$ cat src/rtl/core/dlc_pkg.sv
// Shared types, widths, reset values and register codes for the depth
// linearize and clamp block. No dependencies.
`default_nettype none
package dlc_pkg;

    localparam int DLC_DEPTH_BITS = 24;
    localparam int DLC_REG_W      = 32;
    localparam int DLC_IDX_W      = 3;
    localparam int DLC_DEN_W      = 37;
    localparam int DLC_QUO_W      = 32;
    localparam int DLC_CODE_W     = 16;
    localparam int DLC_NDC_ONE    = 32;

    localparam logic [DLC_IDX_W-1:0] REG_NDC_BASE      = 3'd0;
    localparam logic [DLC_IDX_W-1:0] REG_NDC_NUMERATOR = 3'd1;
    localparam logic [DLC_IDX_W-1:0] REG_CLIP_NEAR     = 3'd2;
    localparam logic [DLC_IDX_W-1:0] REG_CLIP_FAR      = 3'd3;
    localparam logic [DLC_IDX_W-1:0] REG_RANGE_SCALE   = 3'd4;

    localparam logic [DLC_REG_W-1:0] RST_NDC_BASE      = 32'd270540833;
    localparam logic [DLC_REG_W-1:0] RST_NDC_NUMERATOR = 32'd526343;
    localparam logic [DLC_REG_W-1:0] RST_CLIP_NEAR     = 32'd262144;
    localparam logic [DLC_REG_W-1:0] RST_CLIP_FAR      = 32'd131072000;
    localparam logic [DLC_REG_W-1:0] RST_RANGE_SCALE   = 32'd2151754;

    localparam logic [DLC_CODE_W-1:0] DLC_CODE_MAX  = 16'hFFFF;
    localparam logic [DLC_CODE_W-1:0] DLC_CODE_ZERO = 16'h0000;

    typedef struct packed {
        logic                 sat;
        logic [DLC_DEN_W-1:0] den;
        logic [DLC_DEN_W-1:0] rem;
        logic [DLC_QUO_W-1:0] quo;
    } t_div_bus;

    typedef struct packed {
        logic sat;
        logic le_near;
        logic ge_far;
    } t_clip_flags;

    function automatic t_div_bus div_step(input t_div_bus b);
        logic [DLC_DEN_W:0] rem2;
        t_div_bus           r;
        r    = b;
        rem2 = {b.rem, 1'b0};
        if (rem2 >= {1'b0, b.den}) begin
            rem2  = rem2 - {1'b0, b.den};
            r.quo = {b.quo[DLC_QUO_W-2:0], 1'b1};
        end else begin
            r.quo = {b.quo[DLC_QUO_W-2:0], 1'b0};
        end
        r.rem = rem2[DLC_DEN_W-1:0];
        return r;
    endfunction

endpackage
`default_nettype wire

$ cat src/rtl/core/dlc_front.sv
// Front stages: divisor build from the sample and ndc_base, then the
// numerator range check. Depends on dlc_pkg.
`default_nettype none
module dlc_front
    import dlc_pkg::*;
#(
    parameter int DEPTH_BITS = DLC_DEPTH_BITS
) (
    input  wire logic                  i_clk,
    input  wire logic                  i_rst_n,
    input  wire logic                  i_valid,
    output logic                       o_ready,
    input  wire logic [DEPTH_BITS-1:0] i_sample,
    input  wire logic [DLC_REG_W-1:0]  i_base,
    input  wire logic [DLC_REG_W-1:0]  i_num,
    output logic                       o_valid,
    input  wire logic                  i_ready,
    output t_div_bus                   o_bus
);

    localparam int SUB_SHIFT = 33 - DEPTH_BITS;

    logic                 r_a_v;
    logic                 r_a_sat;
    logic [DLC_DEN_W-1:0] r_a_den;
    logic                 r_b_v;
    t_div_bus             r_b;
    logic                 w_en_a;
    logic                 w_en_b;
    logic [DLC_DEN_W-1:0] w_add;
    logic [DLC_DEN_W-1:0] w_sub;
    t_div_bus             n_b;

    assign w_en_b  = !r_b_v || i_ready;
    assign w_en_a  = !r_a_v || w_en_b;
    assign o_ready = w_en_a;
    assign o_valid = r_b_v;
    assign o_bus   = r_b;

    assign w_add = {1'b0, i_base, 4'b0000} + (DLC_DEN_W'(1) << DLC_NDC_ONE);
    assign w_sub = DLC_DEN_W'(i_sample) << SUB_SHIFT;

    always_comb begin
        n_b     = '0;
        n_b.sat = r_a_sat || (DLC_DEN_W'(i_num) >= r_a_den);
        n_b.den = r_a_den;
        n_b.rem = DLC_DEN_W'(i_num);
    end

    always_ff @(posedge i_clk) begin
        if (!i_rst_n) begin
            r_a_v <= 1'b0;
            r_b_v <= 1'b0;
        end else begin
            if (w_en_a) begin
                r_a_v <= i_valid;
            end
            if (w_en_b) begin
                r_b_v <= r_a_v;
            end
        end
    end

    always_ff @(posedge i_clk) begin
        if (w_en_a) begin
            r_a_sat <= (w_add <= w_sub);
            r_a_den <= w_add - w_sub;
        end
        if (w_en_b) begin
            r_b <= n_b;
        end
    end

endmodule
`default_nettype wire

$ cat config.mk
export PLATFORM = sky130hd
export DESIGN_NAME = dlc_front
export DESIGN_NICKNAME = d
export VERILOG_FILES = /design/src/rtl/core/dlc_pkg.sv /design/src/rtl/core/dlc_front.sv
export SDC_FILE = /design/constraint.sdc
export NUM_CORES = 1
export LEC_CHECK = 0
export CAP_MARGIN = 20
export CELL_PAD_IN_SITES_DETAIL_PLACEMENT = 1
export CELL_PAD_IN_SITES_GLOBAL_PLACEMENT = 1
export CORE_AREA = 2 2 124 126
export DETAILED_ROUTE_END_ITERATION = 7
export DIE_AREA = 0 0 126 128
export DONT_BUFFER_PORTS = 1
export PLACE_DENSITY_LB_ADDON = 0.25
export SLEW_MARGIN = 20
export SYNTH_ARGS = -nofsm -noshare
export SYNTH_HDL_FRONTEND = slang
export SYNTH_SLANG_ARGS = --single-unit
$ cat constraint.sdc
create_clock -name i_clk -period 3 [get_ports i_clk]
set_input_delay 0.6 -clock i_clk [delete_from_list [all_inputs] [get_ports i_clk]]
set_output_delay 0.6 -clock i_clk [all_outputs]
set_load 0.02 [all_outputs]
Yosys cells after proc, flatten, opt, wreduce, memory -nomap -nowiden
Cells that the tools add are included.
W data, S select, Z words.

cells by class
  $add $sub $neg = 2
  magnitude comparators = 2
  reductions and logical operators = 5

operators with widths
  operator                  count
  $add A36 B33 Y37 const B  1
  $ge A32 B37 Y1            1
  $le A37 B33 Y1            1
  $sub A37 B33 Y37          1
  $logic_or A1 B1 Y1        3
  $logic_not A1 Y1          2

word-level totals
  register bits after elaboration = 110
  input port bits = 92
  output and inout port bits = 109
  logic and storage cells = 16

Depth between registers and ports, before layout
  depth after elaboration = 3
  gate-level depth with buffers = 9

Least setup slack after synthesis
No wires, ideal clock.

  kind = input-to-reg
  start point = in i_base[5]
  end point = reg r_a_den[35] (data pin)
  library setup time = 0.265 ns
  arrival time = 2.189 ns
  setup slack = 0.546 ns
  cell stages on the path = 9
  path buffers = 0
  path through = inv_1 ha_1 fa_1 and2b_1 o31ai_2 a21oi_1 a2111oi_2 a21oi_1 xor2_1

on the way
  word-level cells in the longest chain between the ends = 2

RTL lines
  element               line             source
  start, declared       dlc_front.sv:14  input wire logic [DLC_REG_W-1:0] i_base,
  $add A36 B33 Y37      dlc_front.sv:40  assign w_add = {1'b0, i_base, 4'b0000} + (DLC_DEN_W'(1) << DLC_NDC_ONE);
  $sub A37 B33 Y37      dlc_front.sv:67  r_a_den <= w_add - w_sub;
  end signal, assigned  dlc_front.sv:67
  end, declared         dlc_front.sv:25  logic [DLC_DEN_W-1:0] r_a_den;

Every way passes these cells.
A chain may end at the register's enable or synchronous reset.

==> results.yml <==
run_status:
  outcome: "completed"
global_route:
  grt_pass1_wl_um: 21200
  grt_pass1_vias: 3831
  overflow: 0
  grt_max_degree: 36
  grt_usage_pct: 16.9
  antenna_found_initial: 0
synth:
  synthFlopType: "edfxtp_1"
  synth_edf_count: 100
  yosysSeqAreaShare_pct: 52.0
  ys_types: 59
  synthDominantCellAreaShare_pct: 51.3
  synthMostInstantiatedCell: "edfxtp_1"
  synth_seq_cells: 102
  syn_inst: 508
  syn_area_mm2: 0.00585
  synth.area.top_cells: "edfxtp_1, ha_1, buf_4"
  synth_commonest_cells: "edfxtp_1, inv_1, ha_1"
  yosys.area.top_type: "edfxtp_1"
  syn_avg_cell_area_um2: 11.5
  ys.warnings.count: 0
  postSynth.asyncResetShare_pct: 0
timing:
  setup_tns_ps: 0
  rsz0062_at_grt: "false"
  setup_violations: 0
  max_slew.worst_pin.slew_ps: 728
  clock_skew_ps: 5.68
  slew_headroom_pct: 50.9
  hold_viol_final: 0
  fmax_mhz: 374
  period_needed_ps: 2670
  drv_slew: 0
  fin_crit_sh_pct: 89.1
  fin_worst_hold_slack_ps: 354
clock_network:
  htree_levels: 3
  cts_tree: "yes"
  cts_buffer_depth: 2
  clkLatencyLatePin_ps: 340
  cts_root_buf: "clkbuf_16"
  hold_buffers: 0
  cts_resized: 0
  cts_buffers: 9
  cts.reportedPaths.clkPinSlew_ps: 60
  cts_sinks: 102
  postCtsSetupBuffers: 0
place:
  gp_congestion: 0.792
  portBuffers: 0
  dpl.hpwl_um: 11500
  placed_cell_area_mm2: 0.00594
floorplanning:
  dieArea_mm2: 0.0161
  die_h_um: 128
  start_util_pct: 39.4
  core_area_mm2: 0.0149
  rows: 45
  die_w_um: 126
  pin_count: 201
route:
  final_antenna_net_count: 0
  routed_via_density: 5.21
  drt_iter0_markers: 159
  routedWlPerCell_um: 19.3
  vias: 3695
  drtPass1Iterations: 4
  drt_wl_total_um: 13700
  drc: 0
final_layout:
  finalCoreUtilization_pct: 41.8
  final_nets: 662
  num_antenna_cells: 0
  fin_area_mm2: 0.00621
  syn_to_final_growth_pct: 6.07
  n_fill_cell: 1651
  multi_input_area_mm2: 0.00239
  drive_above_1_share_pct: 7.68
  final-seq-area_mm2: 0.00304
pwr:
  vdd_ir_drop_max_mv: 0.234
  p_leak_uw: 0.00261
  total_power_uw: 3790
  power_density_mw_per_mm2: 611
setup_path:
  required_ps: 3050
  cp-end-kind: "flip-flop"
  start_kind: "flip-flop"
  worstPathArrival_ps: 2720
  critPathKind: "reg2reg"
  path_max_fanout: 2
flow_run:
  maxCapViolCount: 0
hold_path:
  worstHoldPathType: "in2reg"
-- cells by family after synthesis --
kind of cell               count (synthesis)  share of synthesized area, %
buffers and inverters                    108                          9.82
adders and majority gates                 54                          11.7
xor gates and xnor gates                  22                          3.29
and+or+nand+nor                          107                          9.45
muxes                                      1                         0.192
other                                      1                        0.0641
DFF                                      102                          52.0
AOI/OAI and AO/OA                        113                          13.5
-- stage by stage --
step,worst slack [ps],instances
after CTS,264,709
final,328,709
after floorplan,546,548
after global routing,122,709
after global placement,78.6,693
after detailed placement,125,693
-- report_power, final --
part	switching, uW	leakage (uW)	internal [uW]	total [uW]
Combinational	416	0.00141	249	665
Sequential	259	0.00107	1830	2090
Clock	482	0.000125	554	1040
Total	1160	0.00261	2630	3790
-- final timing paths --
check                            startpoint          to  slack, ps  cells after the start
worst max-delay path             r_a_den[6]  o_bus[106]        330                      8
worst min-delay path              i_base[4]  r_a_den[8]        350                      0
worst max register to register   r_a_den[6]  o_bus[106]        330                      8
worst min register to register  r_a_den[16]   o_bus[85]        450                      0
-- layer usage --
metal | share of wire [%] | global-route usage (%) | up-vias
met5 | 0 | 0 | -
met4 | 1.4 | 5.62 | 0
met3 | 5.6 | 3.01 | 12
met2 | 50 | 30.0 | 146
met1 | 43 | 20.8 | 1765
li1 | - | - | 1772
-- critical path: stages (launching register included) --
cell	delay, ps
edfxtp_1	440
inv_1	80
ha_1	240
a21o_1	160
a21o_1	160
a2111oi_0	440
nor3_1	80
o311ai_0	580
a31oi_1	180
-- placed cells by master (no fill, tap or decap), types with 4 or more instances in the layout --
| cell type | Yosys | layout |
|---|---|---|
| a211oi_1 | 4 | 4 |
| a21o_1 | 10 | 10 |
| ha_1 | 53 | 53 |
| clkbuf_16 | 0 | 9 |
| inv_1 | 60 | 59 |
| xnor2_1 | 8 | 8 |
| nand3_1 | 8 | 8 |
| nor2b_1 | 9 | 9 |
| a21oi_1 | 36 | 36 |
| xor2_1 | 14 | 14 |
| o21ai_0 | 22 | 22 |
| nand2_1 | 27 | 26 |
| edfxtp_1 | 100 | 100 |
| nor2_1 | 21 | 21 |
| nand4_1 | 8 | 8 |
| o21a_1 | 9 | 9 |
| nor3_1 | 16 | 16 |
| conb_1 | 1 | 41 |
| buf_4 | 42 | 4 |
-- state kept, by name, indices dropped and copies added, names as in the netlist --
register / count
r_a_v: 1
r_a_sat: 1
o_valid: 1
o_bus: 66
r_a_den: 33
-- area by class of cell --
cell class | count | share of cell area (%)
clock buffer | 9 | 3.63
inverter | 60 | 3.63
multi-input combinational | 338 | 38.4
tap | 188 | 3.79
clock inverter | 7 | 0.665
sequential | 102 | 49.0
timing repair buffer | 5 | 0.806
Power figures use the tool's default switching activity.
