**config.mk**
```make
export PLATFORM = sky130hd
export DESIGN_NAME = dlc_back
export DESIGN_NICKNAME = d
export VERILOG_FILES = /design/src/rtl/core/dlc_pkg.sv /design/src/rtl/core/dlc_back.sv
export SDC_FILE = /design/constraint.sdc
export NUM_CORES = 2
export LEC_CHECK = 0
export BUFFER_PORTS_ARGS = -buffer_cell sky130_fd_sc_hd__buf_2
export CAP_MARGIN = 20
export CORE_ASPECT_RATIO = 1.4
export CORE_MARGIN = 2
export CORE_UTILIZATION = 25
export CTS_BUF_LIST = sky130_fd_sc_hd__clkbuf_8
export CTS_CLUSTER_SIZE = 24
export DETAILED_ROUTE_END_ITERATION = 8
export GPL_ROUTABILITY_DRIVEN = 1
export SYNTH_ARGS = -nofsm -noshare
export SYNTH_HDL_FRONTEND = slang
export SYNTH_SLANG_ARGS = --single-unit
```
**constraint.sdc**
```tcl
create_clock -name i_clk -period 15.74 [get_ports i_clk]
set_clock_uncertainty 0.2 [all_clocks]
set_input_delay 0 -clock i_clk [delete_from_list [all_inputs] [get_ports i_clk]]
set_output_delay 0 -clock i_clk [all_outputs]
set_load 0.03 [all_outputs]
```
**src/rtl/core/dlc_pkg.sv**
```systemverilog
// Shared types, widths, reset values and register codes for the depth
// linearize and clamp block. No dependencies.
`default_nettype none
package dlc_pkg;

    localparam int DLC_DEPTH_BITS = 24;
    localparam int DLC_REG_W      = 32;
    localparam int DLC_IDX_W      = 3;
    localparam int DLC_DEN_W      = 37;
    localparam int DLC_QUO_W      = 32;
    localparam int DLC_CODE_W     = 16;
    localparam int DLC_NDC_ONE    = 32;

    localparam logic [DLC_IDX_W-1:0] REG_NDC_BASE      = 3'd0;
    localparam logic [DLC_IDX_W-1:0] REG_NDC_NUMERATOR = 3'd1;
    localparam logic [DLC_IDX_W-1:0] REG_CLIP_NEAR     = 3'd2;
    localparam logic [DLC_IDX_W-1:0] REG_CLIP_FAR      = 3'd3;
    localparam logic [DLC_IDX_W-1:0] REG_RANGE_SCALE   = 3'd4;

    localparam logic [DLC_REG_W-1:0] RST_NDC_BASE      = 32'd270540833;
    localparam logic [DLC_REG_W-1:0] RST_NDC_NUMERATOR = 32'd526343;
    localparam logic [DLC_REG_W-1:0] RST_CLIP_NEAR     = 32'd262144;
    localparam logic [DLC_REG_W-1:0] RST_CLIP_FAR      = 32'd131072000;
    localparam logic [DLC_REG_W-1:0] RST_RANGE_SCALE   = 32'd2151754;

    localparam logic [DLC_CODE_W-1:0] DLC_CODE_MAX  = 16'hFFFF;
    localparam logic [DLC_CODE_W-1:0] DLC_CODE_ZERO = 16'h0000;

    typedef struct packed {
        logic                 sat;
        logic [DLC_DEN_W-1:0] den;
        logic [DLC_DEN_W-1:0] rem;
        logic [DLC_QUO_W-1:0] quo;
    } t_div_bus;

    typedef struct packed {
        logic sat;
        logic le_near;
        logic ge_far;
    } t_clip_flags;

    function automatic t_div_bus div_step(input t_div_bus b);
        logic [DLC_DEN_W:0] rem2;
        t_div_bus           r;
        r    = b;
        rem2 = {b.rem, 1'b0};
        if (rem2 >= {1'b0, b.den}) begin
            rem2  = rem2 - {1'b0, b.den};
            r.quo = {b.quo[DLC_QUO_W-2:0], 1'b1};
        end else begin
            r.quo = {b.quo[DLC_QUO_W-2:0], 1'b0};
        end
        r.rem = rem2[DLC_DEN_W-1:0];
        return r;
    endfunction

endpackage
`default_nettype wire

```
**src/rtl/core/dlc_back.sv**
```systemverilog
// Back stages: clip compares, range scaling multiply, saturation and byte
// swap into the output register. Depends on dlc_pkg.
`default_nettype none
module dlc_back
    import dlc_pkg::*;
(
    input  wire logic                  i_clk,
    input  wire logic                  i_rst_n,
    input  wire logic                  i_valid,
    output logic                       o_ready,
    input  wire t_div_bus              i_bus,
    input  wire logic [DLC_REG_W-1:0]  i_near,
    input  wire logic [DLC_REG_W-1:0]  i_far,
    input  wire logic [DLC_REG_W-1:0]  i_scale,
    output logic                       o_valid,
    input  wire logic                  i_ready,
    output logic [DLC_CODE_W-1:0]      o_code_swapped
);

    logic                    r_c_v;
    t_clip_flags             r_c_flags;
    logic [DLC_QUO_W-1:0]    r_c_diff;
    logic                    r_m_v;
    t_clip_flags             r_m_flags;
    logic [DLC_REG_W-1:0]    r_m_hi;
    logic                    r_o_v;
    logic [DLC_CODE_W-1:0]   r_o_code;
    logic                    w_en_c;
    logic                    w_en_m;
    logic                    w_en_o;
    t_clip_flags             n_c_flags;
    logic [2*DLC_REG_W-1:0]  w_prod;
    logic [DLC_CODE_W-1:0]   n_code;

    assign w_en_o  = !r_o_v || i_ready;
    assign w_en_m  = !r_m_v || w_en_o;
    assign w_en_c  = !r_c_v || w_en_m;
    assign o_ready = w_en_c;
    assign o_valid = r_o_v;
    assign o_code_swapped = r_o_code;

    always_comb begin
        n_c_flags.sat     = i_bus.sat;
        n_c_flags.le_near = i_bus.quo <= i_near;
        n_c_flags.ge_far  = i_bus.quo >= i_far;
    end

    assign w_prod = (2*DLC_REG_W)'(r_c_diff) * (2*DLC_REG_W)'(i_scale);

    always_comb begin
        if (r_m_flags.sat) begin
            n_code = DLC_CODE_MAX;
        end else if (r_m_flags.le_near) begin
            n_code = DLC_CODE_ZERO;
        end else if (r_m_flags.ge_far) begin
            n_code = DLC_CODE_MAX;
        end else if (|r_m_hi[DLC_REG_W-1:DLC_CODE_W]) begin
            n_code = DLC_CODE_MAX;
        end else begin
            n_code = r_m_hi[DLC_CODE_W-1:0];
        end
    end

    always_ff @(posedge i_clk) begin
        if (!i_rst_n) begin
            r_c_v <= 1'b0;
            r_m_v <= 1'b0;
            r_o_v <= 1'b0;
        end else begin
            if (w_en_c) begin
                r_c_v <= i_valid;
            end
            if (w_en_m) begin
                r_m_v <= r_c_v;
            end
            if (w_en_o) begin
                r_o_v <= r_m_v;
            end
        end
    end

    always_ff @(posedge i_clk) begin
        if (w_en_c) begin
            r_c_flags <= n_c_flags;
            r_c_diff  <= i_bus.quo - i_near;
        end
        if (w_en_m) begin
            r_m_flags <= r_c_flags;
            r_m_hi    <= w_prod[2*DLC_REG_W-1:DLC_REG_W];
        end
        if (w_en_o) begin
            r_o_code <= {n_code[7:0], n_code[15:8]};
        end
    end

endmodule
`default_nettype wire

```
* Word level (Yosys, flattened, before mapping)
Cells that the tools add are included.
** Operators by class
- Add/sub/neg operators :: 1
- Multiply operators :: 1
- Div/mod/pow operators :: 0
- Reduce and logical (&&, ||, !) cells :: 7
- Order comparisons :: 2
- Shift operators :: 0
- Muxes and demuxes :: 3
- Bitwise operators :: 0
- Eq/ne operators :: 0
** Operators by type and width (number)
- 32-bit by 32-bit multiplier with 64-bit output :: 1
- 16-bit 2-to-1 mux :: 3
- 32-bit >= comparator :: 1
- 32-bit less-or-equal comparator :: 1
- 32-bit subtractor :: 1
- 16-bit OR reduction :: 1
- 1-bit zero test :: 3
- 1-bit logical OR :: 3
** Word-level totals
- Bits in registers :: 89
- Memories :: 0
- Latch bits :: 0
- Output and inout port bits :: 18
- Memory bits (writable) :: 0
- Bits in read-only memories :: 0

* Longest topological paths before layout
- Word-level depth :: 4
- Gate-level depth with buffers :: 29

* Least setup slack after synthesis
OpenSTA, ideal clock, no wires.
- Kind :: register to register
- From :: register r_c_diff[10]
- To :: register r_m_hi[28] (data pin)
- Path slack :: 8.043 ns
- Arrival time :: 7.227 ns
- Data required time :: 15.270 ns
- Setup time :: 0.270 ns
- Cell stages (with the launch flop) :: 26
- Path buffers :: 1
- Cells stage by stage :: edfxtp_1 clkbuf_1 and2_1 fa_1 inv_1 fa_1 inv_1 fa_1 inv_1 fa_1 inv_1 fa_1 fa_1 fa_1 fa_1 ha_1 and4_4 nand2_4 or4_1 o311ai_1 a41oi_2 o31a_1 a2111oi_4 nor2_2 o41ai_2 xor2_1
** On the way
- Cells in the longest elaborated chain, start to end :: 1
** Ends and longest elaborated chain
- start, declared :: line dlc_back.sv:22 : logic [DLC_QUO_W-1:0] r_c_diff;
- start signal, assigned :: line dlc_back.sv:85 : r_c_diff <= i_bus.quo - i_near;
- 32-bit by 32-bit multiplier with 64-bit output :: line dlc_back.sv:48 : assign w_prod = (2*DLC_REG_W)'(r_c_diff) * (2*DLC_REG_W)'(i_scale);
- via w_prod[60] :: line dlc_back.sv:32 : logic [2*DLC_REG_W-1:0] w_prod;
- end signal, assigned :: line dlc_back.sv:89 : r_m_hi <= w_prod[2*DLC_REG_W-1:DLC_REG_W];
- end, declared :: line dlc_back.sv:25 : logic [DLC_REG_W-1:0] r_m_hi;
The timed path passes the listed nets, and every way through them passes these cells.
A chain may end at the register's enable or synchronous reset.

* Worst setup path in the final report
- From :: register r_c_diff[15]
- To :: register r_m_hi[24] (data pin)
Same word-level chain as after synthesis.

==> impl_metrics.yaml <==
timing:
  max_freq_ghz: 0.110
  finalHoldViolCount: 0
  rsz0062_at_grt: "no"
  finalSetupViolCount: 0
  fin_crit_ns: 9.12
  fin_crit_sh_pct: 57.9
  max_slew.worst_pin.slew_ns: 1.13
  setup_tns_ns: 0
  slew_violations: 0
  slew_headroom_pct: 24.5
drt:
  viasPerCell: 4.55
  wl_per_cell_um: 18.2
  wirelength_mm: 111
  route.antenna.remaining_nets: 0
  drt_iter0_markers: 1317
  vias: 27725
  dr.pass1.iters: 5
  drc: 0
hold_path:
  hp-class: "input port to register"
worst_setup_path:
  cp-end-kind: "register"
  cp.arrival_ns: 9.11
  crit_path_max_fanout: 32
  crit_slowest_cell: "a211oi_1"
  start_kind: "register"
  cp_cell_sequence: "buf_4, and2_1, fa_1, fa_1, inv_1, fa_1, fa_1, fa_1, inv_1, fa_1, fa_1, fa_1, ha_1, and4_1, nand2_1, nor3_1, o211ai_1, a211oi_1, o21a_1, o21ai_1, o41ai_1, a21oi_1, xnor2_1"
  critical_path_class: "register to register"
  cp_slowest_stage_delay_ns: 0.71
  crit_buf_inv: 3
  cpMostUsedCell: "fa_1"
  required_ns: 15.74
  cp_top_family: "adder cells"
floorplan:
  die_h_um: 465
  fp-row-count: 169
  io-pin-count: 225
  dieArea_um2: 155000
  core_area_um2: 151000
  die_w_um: 333
  start_util_pct: 25.1
global_routing:
  grt_pass1_vias: 31261
  gr-total-overflow: 0
  antenna_found_initial: 17
  grt_max_degree: 36
  grt_pass1_wl_mm: 174
  grt.total_usage_pct: 14.7
clocking:
  cts.path.max_buffers: 2
  cts_htree_levels: 3
  clk_latency_ns: 0.45
  path_clk_slew_ns: 0.10
  cts_tree: "built"
  cts.sinks: 89
  cts_made_buffers: 9
  root_buffer: "clkbuf_8"
placement:
  place.gp.congestion: 0.875
  dp_hpwl_mm: 81.9
  numPortBuffers: 150
logic_synthesis:
  synthXorXnorAreaFrac_pct: 1.45
  ys_types: 63
  ys_seq_elements: 89
  synth-edff-count: 86
  synthesis.nets: 5495
  synth_top_family_by_area: "adder cells"
  synth_compound_area_share_pct: 5.11
  syn_area_um2: 37900
  syn_inst: 4068
  synth_ff_type: "edfxtp_1"
  synth.area.mux_share_pct: 0
  synth-simple-area-share_pct: 16.9
  synthAdderAreaFrac_pct: 58.0
  syn_avg_cell_area_um2: 9.32
  synthArstFlopShare_pct: 0
  synth_seq_area_share_pct: 6.97
  ys_warn_count: 0
layout:
  regArea_um2: 2640
  utilization_pct: 27.4
  nets: 5542
  multi_input_area_um2: 30900
  fill_cells: 16113
  synthToLayoutAreaGrowth_pct: 9.22
  drive_gt1_share_pct: 5.29
job:
  cap_violations: 0
outcome:
  status: "finished, final reports clean"
==> registers in the layout, indices dropped and copies added (netlist names) <==
signal	cells
r_c_diff	32
r_m_hi	32
o_code_swapped	16
r_c_flags	3
r_m_flags	3
o_valid	1
r_c_v	1
r_m_v	1
==> through the flow <==
stage          setup slack [ns]  area, um^2  hold WS (ns)  instances
6_report                   6.62       41400        0.0170       6090
5_1_grt                    6.13       41400        0.0276       6087
4_1_cts                    6.67       41400       0.00233       6086
3_5_place_dp               6.70       40700     -0.000478       6016
3_3_place_gp               6.78       40700      -0.00636       6016
2_1_floorplan              8.04       37900        -0.101       4068
==> per-layer routing <==
| metal | wire, um | global-route usage [%] | vias to the layer above |
|---|---|---|---|
| li1 | - | - | 12060 |
| met1 | 36600 | 14.8 | 14502 |
| met2 | 62700 | 29.1 | 804 |
| met3 | 5570 | 1.96 | 339 |
| met4 | 6050 | 7.53 | 20 |
| met5 | 108 | 0 | - |
==> kinds of logic (layout without fill, tap and decap cells) <==
kind of cell    Yosys count  in the layout
fa+ha+maj              1220           1220
simple gates           1231           1231
compound gates          291            291
buf+inv                1174           1226
xor+xnor                 63             63
flops                    89             89
other cells               0              4
==> worst register-to-register path: cells and delay by family, from the launching register on <==
kind                     cells  cell delay [ns]
AND/OR/NAND/NOR              4             1.10
XOR/XNOR                     1             0.15
buffers and inverters        3             0.56
flip-flops                   1             0.33
adder cells (fa/ha/maj)      9             4.41
AO/OA/AOI/OAI                6             2.15
==> layout by cell type, fill, tap and decap left out, drive strengths merged, types with 8 or more instances in the layout <==
cell           n
xnor2         45
nand4         19
xor2          18
o21bai        29
and2         601
inv          966
buf          192
nor2b         19
ha           324
a31oi         11
a21o          63
nand3         10
nor2          56
nand2        470
o21ai         46
a21oi         78
and4           8
clkbuf         9
dlygate4sd3   54
o21a          15
edfxtp        86
nor3          17
fa           896
==> cell usage after synthesis, types with 2 or more instances <==
library cell,count,area share [%]
nor4_1,7,0.12
or4_1,3,0.059
or3_1,3,0.049
nor2_1,55,0.54
xor2_1,18,0.42
o21ai_0,44,0.58
a21o_1,63,1.2
o2111ai_1,3,0.069
xnor2_1,45,1.0
o21bai_1,29,0.57
nand4_1,19,0.31
o21ai_1,2,0.026
nor2b_1,19,0.31
o22ai_1,3,0.049
fa_1,896,47
o211ai_1,5,0.099
and2_1,601,9.9
inv_1,964,9.5
edfxtp_1,86,6.8
or2_2,2,0.033
a21oi_1,78,1.0
nand2b_1,7,0.12
a211oi_1,7,0.14
clkbuf_1,209,2.1
a221o_1,3,0.079
a221oi_1,5,0.12
nand2_1,469,4.6
o21a_1,15,0.30
ha_1,324,11
dfxtp_1,3,0.16
and4_1,7,0.16
nand3_1,10,0.13
and3_1,6,0.099
o41ai_1,2,0.046
a21boi_0,2,0.040
nor3_1,17,0.22
a31oi_1,11,0.18
==> final timing paths <==
kind | startpoint | end | slack [ns] | cells after the start
max | r_c_diff[15]$_DFFE_PP_ | r_m_hi[24]$_DFFE_PP_ | 6.62 | 23
min | i_near[23] | r_c_diff[23]$_DFFE_PP_ | 0.02 | 4
max reg2reg | r_c_diff[15]$_DFFE_PP_ | r_m_hi[24]$_DFFE_PP_ | 6.62 | 23
min reg2reg | r_c_flags[2]$_DFFE_PP_ | r_m_flags[2]$_DFFE_PP_ | 0.23 | 0
==> final cells by class <==
type,count,share of cell area (%)
multi-input cells,2805,74.6
inverters,964,8.74
flip-flops and latches,89,6.38
well taps,1966,5.94
repair buffers,246,3.88
clock buffers,9,0.299
clock inverters,7,0.190
diodes,4,0.0242
==> repair_timing <==
action,in CTS,in global routing
gates resized for setup,0,0
hold endpoints to repair,28,0
buffers inserted,0,0
hold buffers,54,0
Power is left out: the tool's default activity adds up to more than one toggle a clock period on the data nets, which glitch-free logic cannot reach.
